## src/design/hsvrgb_pkg.sv

```systemverilog
// Shared widths, constants, types and helpers of the HSV to RGB converter.
// No dependencies; used by the top level and its checker.
package hsvrgb_pkg;

  localparam int HueW     = 10;
  localparam int SvW      = 11;
  localparam int ChanW    = 8;
  localparam int NumChan  = 3;
  localparam int InDataW  = 32;
  localparam int OutDataW = 24;

  localparam logic [HueW-1:0] HueTurn = 10'd360;
  localparam int SectorDeg = 60;
  localparam int RemW      = 6;
  localparam int CntW      = 4;
  localparam int NumCnt    = 11;

  localparam int ZW         = 12;
  localparam int RecipW     = 13;
  localparam int RecipMul   = 4370;
  localparam int RecipShift = 16;
  localparam int QuotW      = 9;

  typedef enum logic [2:0] {
    SectorRY,
    SectorYG,
    SectorGC,
    SectorCB,
    SectorBM,
    SectorMR
  } sector_e;

  function automatic logic [HueW-1:0] sector_base(input logic [CntW-1:0] cnt);
    logic [HueW-1:0] c;
    c = HueW'(cnt);
    return (c << 6) - (c << 2);
  endfunction

endpackage

```

## src/design/hsv_to_rgb_converter_unit.sv

```systemverilog
// HSV to RGB converter, six-stage pipeline with per-stage valid bits.
// Depends on hsvrgb_pkg for widths, the sector type and the sector bases.
//
// Usage: one color enters as a transfer on the s_axis channel and one RGB
// result leaves as a transfer on the m_axis channel, in the same order.
// s_axis_tdata holds hue (degrees), saturation and value (units of
// 1/2**FRACTION_BITS, clamped to 1.0); m_axis_tdata holds red, green, blue.
// Throughput is one color per cycle while m_axis_tready stays high; the six
// register stages (hue wrap, sector search, term build, value multiply,
// scale by 255, divide by 60) each take a new item every cycle in which
// they advance.
// Each stage advances when it is empty or the stage after it advances, so
// bubbles are squeezed out while the receiver stalls. A stalled result
// holds in the output register; s_axis_tready falls only when all six
// stages hold an item and m_axis_tready is low.
// Reset clears all valid bits; the block is ready for input right after.
module hsv_to_rgb_converter_unit #(
  parameter int FRACTION_BITS = 10
) (
  input  logic        clk_i,
  input  logic        rst_ni,
  input  logic        s_axis_tvalid,
  output logic        s_axis_tready,
  input  logic [31:0] s_axis_tdata,   // hue[9:0], saturation[20:10], brightness[31:21]
  output logic        m_axis_tvalid,
  input  logic        m_axis_tready,
  output logic [23:0] m_axis_tdata    // red[7:0], green[15:8], blue[23:16]
);

  localparam int HueW  = hsvrgb_pkg::HueW;
  localparam int SvW   = hsvrgb_pkg::SvW;
  localparam int ChanW = hsvrgb_pkg::ChanW;
  localparam int NC    = hsvrgb_pkg::NumChan;
  localparam int RemW  = hsvrgb_pkg::RemW;
  localparam int CntW  = hsvrgb_pkg::CntW;
  localparam int ZW    = hsvrgb_pkg::ZW;
  localparam int QW    = hsvrgb_pkg::ZW + hsvrgb_pkg::RecipW;
  localparam int QuotW = hsvrgb_pkg::QuotW;

  localparam int OneW = FRACTION_BITS + 1;
  localparam int CmpW = (OneW > SvW) ? OneW : SvW;
  localparam logic [CmpW-1:0] OneCmp = {{(CmpW-1){1'b0}}, 1'b1} << FRACTION_BITS;
  localparam logic [SvW-1:0] OneSv = OneCmp[SvW-1:0];
  localparam int XW = FRACTION_BITS + 6;
  localparam logic [XW-1:0] SixtyOne = XW'(hsvrgb_pkg::SectorDeg) << FRACTION_BITS;
  localparam int PW  = 2 * FRACTION_BITS + 6;
  localparam int SW  = PW + 8;
  localparam int ZLo = 2 * FRACTION_BITS + 2;

  logic en1, en2, en3, en4, en5, en6;
  logic v1_q, v2_q, v3_q, v4_q, v5_q, v6_q;
  logic v1_d, v2_d, v3_d, v4_d, v5_d, v6_d;

  logic [HueW-1:0] hue_in, h1_d, h1_q;
  logic [SvW-1:0]  sat_in, bri_in;
  logic [SvW-1:0]  s1_d, s1_q, b1_d, b1_q;

  logic [CntW-1:0]     cnt;
  hsvrgb_pkg::sector_e sec2_d, sec2_q;
  logic [RemW-1:0]     rem2_d, rem2_q;
  logic [SvW-1:0]      s2_q, b2_q;

  logic [XW-1:0]          sr, st, xp, xq, xt;
  logic [NC-1:0][XW-1:0]  x3_d, x3_q;
  logic [SvW-1:0]         b3_q;

  logic [NC-1:0][PW-1:0]   p4_d, p4_q;
  logic [NC-1:0][SW-1:0]   scl;
  logic [NC-1:0][ZW-1:0]   z5_d, z5_q;
  logic [NC-1:0][QW-1:0]   prod;
  logic [NC-1:0][QuotW-1:0] quot;
  logic [NC-1:0][ChanW-1:0] rgb6_d, rgb6_q;

  assign en6 = !v6_q || m_axis_tready;
  assign en5 = !v5_q || en6;
  assign en4 = !v4_q || en5;
  assign en3 = !v3_q || en4;
  assign en2 = !v2_q || en3;
  assign en1 = !v1_q || en2;

  assign s_axis_tready = en1;
  assign m_axis_tvalid = v6_q;
  assign m_axis_tdata  = rgb6_q;

  assign v1_d = en1 ? s_axis_tvalid : v1_q;
  assign v2_d = en2 ? v1_q : v2_q;
  assign v3_d = en3 ? v2_q : v3_q;
  assign v4_d = en4 ? v3_q : v4_q;
  assign v5_d = en5 ? v4_q : v5_q;
  assign v6_d = en6 ? v5_q : v6_q;

  assign hue_in = s_axis_tdata[HueW-1:0];
  assign sat_in = s_axis_tdata[HueW+SvW-1:HueW];
  assign bri_in = s_axis_tdata[HueW+2*SvW-1:HueW+SvW];

  always_comb begin
    h1_d = (hue_in > hsvrgb_pkg::HueTurn) ? hue_in - hsvrgb_pkg::HueTurn : hue_in;
    if (h1_d == hsvrgb_pkg::HueTurn) begin
      h1_d = '0;
    end
    s1_d = (CmpW'(sat_in) > OneCmp) ? OneSv : sat_in;
    b1_d = (CmpW'(bri_in) > OneCmp) ? OneSv : bri_in;
  end

  always_comb begin
    cnt = '0;
    for (int k = 1; k <= hsvrgb_pkg::NumCnt; k++) begin
      if (h1_q >= hsvrgb_pkg::sector_base(CntW'(k))) begin
        cnt = CntW'(k);
      end
    end
    rem2_d = RemW'(h1_q - hsvrgb_pkg::sector_base(cnt));
    sec2_d = (cnt >= CntW'(hsvrgb_pkg::SectorMR)) ? hsvrgb_pkg::SectorMR
                                                  : hsvrgb_pkg::sector_e'(cnt[2:0]);
  end

  always_comb begin
    sr = XW'(s2_q) * XW'(rem2_q);
    st = XW'(s2_q) * XW'(RemW'(hsvrgb_pkg::SectorDeg) - rem2_q);
    xp = SixtyOne - ((XW'(s2_q) << 6) - (XW'(s2_q) << 2));
    xq = SixtyOne - sr;
    xt = SixtyOne - st;
    unique case (sec2_q)
      hsvrgb_pkg::SectorRY: x3_d = {xp, xt, SixtyOne};
      hsvrgb_pkg::SectorYG: x3_d = {xp, SixtyOne, xq};
      hsvrgb_pkg::SectorGC: x3_d = {xt, SixtyOne, xp};
      hsvrgb_pkg::SectorCB: x3_d = {SixtyOne, xq, xp};
      hsvrgb_pkg::SectorBM: x3_d = {SixtyOne, xp, xt};
      default:              x3_d = {xq, xp, SixtyOne};
    endcase
  end

  always_comb begin
    for (int c = 0; c < NC; c++) begin
      p4_d[c]   = PW'(b3_q) * PW'(x3_q[c]);
      scl[c]    = (SW'(p4_q[c]) << 8) - SW'(p4_q[c]);
      z5_d[c]   = scl[c][ZLo+ZW-1:ZLo];
      prod[c]   = QW'(z5_q[c]) * QW'(hsvrgb_pkg::RecipMul);
      quot[c]   = prod[c][hsvrgb_pkg::RecipShift+QuotW-1:hsvrgb_pkg::RecipShift];
      rgb6_d[c] = (quot[c] > QuotW'(8'hFF)) ? 8'hFF : quot[c][ChanW-1:0];
    end
  end

  always_ff @(posedge clk_i or negedge rst_ni) begin
    if (!rst_ni) begin
      v1_q <= 1'b0;
      v2_q <= 1'b0;
      v3_q <= 1'b0;
      v4_q <= 1'b0;
      v5_q <= 1'b0;
      v6_q <= 1'b0;
    end else begin
      v1_q <= v1_d;
      v2_q <= v2_d;
      v3_q <= v3_d;
      v4_q <= v4_d;
      v5_q <= v5_d;
      v6_q <= v6_d;
    end
  end

  always_ff @(posedge clk_i) begin
    if (en1) begin
      h1_q <= h1_d;
      s1_q <= s1_d;
      b1_q <= b1_d;
    end
    if (en2) begin
      sec2_q <= sec2_d;
      rem2_q <= rem2_d;
      s2_q   <= s1_q;
      b2_q   <= b1_q;
    end
    if (en3) begin
      x3_q <= x3_d;
      b3_q <= b2_q;
    end
    if (en4) begin
      p4_q <= p4_d;
    end
    if (en5) begin
      z5_q <= z5_d;
    end
    if (en6) begin
      rgb6_q <= rgb6_d;
    end
  end

endmodule

```

## config.mk

```make
export PLATFORM = sky130hd
export DESIGN_NAME = hsv_to_rgb_converter_unit
export DESIGN_NICKNAME = d
export VERILOG_FILES = /design/src/design/hsvrgb_pkg.sv /design/src/design/hsv_to_rgb_converter_unit.sv
export SDC_FILE = /design/constraint.sdc
export NUM_CORES = 2
export LEC_CHECK = 0
export BUFFER_PORTS_ARGS = -buffer_cell sky130_fd_sc_hd__buf_2
export CORE_UTILIZATION = 47
export CTS_CLUSTER_DIAMETER = 30
export DETAILED_ROUTE_END_ITERATION = 7
export HOLD_SLACK_MARGIN = 0.06
export PLACE_DENSITY_LB_ADDON = 0.05
export SLEW_MARGIN = 30
export SYNTH_ARGS = -nofsm -noshare
export SYNTH_HDL_FRONTEND = slang
export SYNTH_SLANG_ARGS = --single-unit
export TNS_END_PERCENT = 30
```

## constraint.sdc

```tcl
create_clock -name clk_i -period 8.2 [get_ports clk_i]
set_input_delay 1.64 -clock clk_i [delete_from_list [all_inputs] [get_ports clk_i]]
set_output_delay 1.64 -clock clk_i [all_outputs]
set_load 0.01 [all_outputs]
```

==> impl_results.md <==
* Initial core utilization at 0.477
* Max-slew violations at 0
* Final setup fails at 0
* Avg Vias per Cell at 5.25
* Skew-Pair Late Insertion Delay at 0.62 ns
* Worst EP arrival at 6.72 ns
* Fin nets at 4999
* Crit path largest cell delay at 0.61 ns
* CP Buf/Inv Count at 6
* Most used DFF post-synth: edfxtp_1
* Synth Area per Inst at 9.56 sq um
* First DRT Iteration DRCs at 1094
* Final Wtd Congestion at 0.838
* Final Skew at 0.0301 ns
* I/O pin count at 62
* Yosys warnings at 0
* Reg-to-Reg Start: b3_q[2]
* Worst endpoint required time at 8.56 ns
* Die Area at 0.0817 sq mm
* Number of synthesized flops with an enable pin at 260
* Area delta synth->final at 9.33%
* Worst r2r dst: p4_q[77]
* Antenna diodes at 0
* Pre-antenna DRT Iters at 5
* Main area contributors after synthesis: fa_1 (25%), edfxtp_1 (21%), ha_1 (17%)
* CP Cell Sequence: buf_4 -> nand2_1 -> fa_1 -> inv_1 -> fa_1 -> inv_1 -> fa_1 -> inv_1 -> fa_1 -> inv_1 -> fa_1 -> inv_1 -> ha_1 -> o21a_1 -> o221ai_1 -> a21oi_1 -> o41ai_1 -> o211ai_1 -> a211oi_1 -> o21bai_1 -> xnor2_1
* Kind of critical path: flop to flop
* Fin. Hold Viols at 0
* Die Width at 286 um
* Most common cell after layout, fill and taps aside: inv_1
* Number of global-route vias before repair at 27851
* Largest area contributor in the netlist: fa_1
* Fmax at 157 MHz
* CTS tree: done
* Antenna Violating Nets Remaining at 0
* Worst hold path startpoint: s1_q[10]
* TritonCTS Buffers at 66
* Share of layout cells above drive strength 1 at 0.0601
* Mapped Cells at 3964
* Asr flop ratio synth at 0.0226
* GRT Overall Usage at 0.217
* Count of cell types in the netlist at 77
* Residual DRC at 0
* Startpoint types: flop
* Hold buffer count at CTS at 0
* RSZ-0062 raised after global routing: false
* Worst Hold Class: flop to flop
* Post-CTS Setup Repair Bufs at 0
* Hold Path Depth at 0
* Sequential area share after synthesis at 0.210
* Top delay family on crit path: adder cells
* GR Overflow Total at 0
* FF+latch count, synth at 266
* CTS Sinks at 266
* Largest net degree at the start of global routing at 73
* WL/cell at 16.7 um
* Worst Setup End Kind: flop
* Cell area after synthesis at 0.0379 sq mm
* Worst Setup SP: b3_q[2]
* CP Max Fanout at 40
* CP max stage cell: o41ai_1
* Post-synth top area share at 0.252
* Setup TNS at 0 ns
* Die Ht at 286 um
* Syn Nets at 5004
* Clk slew on worst S/H paths at 0.05 ns
* Most frequent cells in the layout: inv_1 (687), ha_1 (528), nand2_1 (480)
* Flop2flop setup slack at 1.84 ns
* Cts repair resizes at 0
* Worst Tran Pin Value at 0.973 ns
* CTS root buffer: clkbuf_16
* Crit path time final at 6.36 ns
* Initial antenna violation count at 0
* # port buffers at 61
* Maxcap violations at 0
* First-pass GRT wire length at 143000 um
* Reg2Reg Depth at 21
* Min setup slack post-route at 1.84 ns
* Slew headroom at 0.351
* Outcome: finished clean
* Maximum root-to-sink buffer count at 3
* Vias at 26545
* Post-DP HPWL at 67200 um
* Cell row count at 103
* Period utilization at 0.776
* Pre-CTS setup slack at 1.82 ns
* Core area at 0.0794 sq mm
* H-tree depth at 3
* Total Wirelength at 84400 um
* WHS Endpoint: s2_q[10]
[per-layer routing]
| layer | GRT usage | routed length, um |
|---|---|---|
| met4 | 0.0709 | 2600 |
| met1 | 0.286 | 38700 |
| met3 | 0.0289 | 3050 |
| met5 | 0 | 0 |
| met2 | 0.370 | 40000 |
[cell families after synthesis]
logic type               count (synthesis)  synth area share
AO/OA/AOI/OAI                          534            0.0957
XOR/XNOR                               151            0.0349
adder cells (fa/ha/maj)               1006             0.426
buffers and inverters                  851            0.0845
flip-flops                             266             0.210
multiplexers                             5           0.00132
AND/OR/NAND/NOR                       1151             0.147
[cells in the mapped netlist, types with 6 or more instances]
| library cell | count |
|---|---|
| a21o_1 | 69 |
| nand4_1 | 16 |
| nor3_1 | 47 |
| o2111ai_1 | 6 |
| a22oi_1 | 10 |
| o21a_1 | 39 |
| and3_1 | 18 |
| a21oi_1 | 132 |
| a211oi_1 | 22 |
| clkbuf_1 | 160 |
| nand2_1 | 481 |
| xor2_1 | 40 |
| nor2b_1 | 34 |
| o21bai_1 | 14 |
| o22ai_1 | 10 |
| a221oi_1 | 7 |
| inv_1 | 689 |
| or3_1 | 15 |
| nor4_1 | 12 |
| and2_1 | 274 |
| o21ai_1 | 8 |
| o21ai_0 | 98 |
| dfrtp_1 | 6 |
| nand3_1 | 51 |
| nand3b_1 | 8 |
| xnor2_1 | 111 |
| edfxtp_1 | 260 |
| ha_1 | 528 |
| a211o_1 | 6 |
| fa_1 | 476 |
| a31o_2 | 9 |
| o31ai_1 | 8 |
| nand2b_1 | 21 |
| a31oi_1 | 15 |
| or2_2 | 11 |
| nor2_1 | 146 |
| o211ai_1 | 15 |
[worst max-delay path by stage]
stage	slack, ns	depth (start not counted)	endpoint
floorplan	1.26	4	s_axis_tready
global placement	1.90	21	p4_q[77]
detailed placement	1.82	21	p4_q[77]
CTS	1.80	21	p4_q[77]
global route	1.41	21	p4_q[77]
finish	1.84	21	p4_q[77]
[layout make-up]
class	instances	area, sq um
Inverter	690	2590
Sequential cell	266	7960
Timing Repair Buffer	88	508
Clock inverter	47	614
Multi-Input combinational cell	2847	26800
Clock buffer	73	1680
Tap cell	1050	1310
Fill cell	7434	38000
[per-stage QoR]
| step | hold WS, ns | cell area, sq um | util | cells |
|---|---|---|---|---|
| after global placement | 0.401 | 39100 | 0.493 | 4941 |
| final | 0.400 | 41400 | 0.522 | 5061 |
| after global routing | 0.417 | 41400 | 0.522 | 5061 |
| after floorplan | 0.400 | 37900 | - | 3964 |
| after CTS | 0.395 | 41400 | 0.522 | 5061 |
| after detailed placement | 0.405 | 39100 | 0.493 | 4941 |
[sequential cells by signal (all words and copies together) (netlist names), 24 cells and up]
signal / flops
m_axis_tdata: 24
p4_q: 78
x3_q: 48
z5_q: 36
[worst register-to-register path, stage by stage (launching register included)]
cell and delay, ns:
edfxtp_1 0.50, buf_4 0.47, nand2_1 0.16, fa_1 0.56, inv_1 0.06, fa_1 0.50, inv_1 0.06, fa_1 0.52
inv_1 0.05, fa_1 0.48, inv_1 0.05, fa_1 0.47, inv_1 0.04, ha_1 0.32, o21a_1 0.20, o221ai_1 0.17
a21oi_1 0.09, o41ai_1 0.61, o211ai_1 0.29, a211oi_1 0.29, o21bai_1 0.11, xnor2_1 0.12
Power is not shown: default switching activity piles up to over one toggle a cycle in this logic, so the estimate is an artifact.
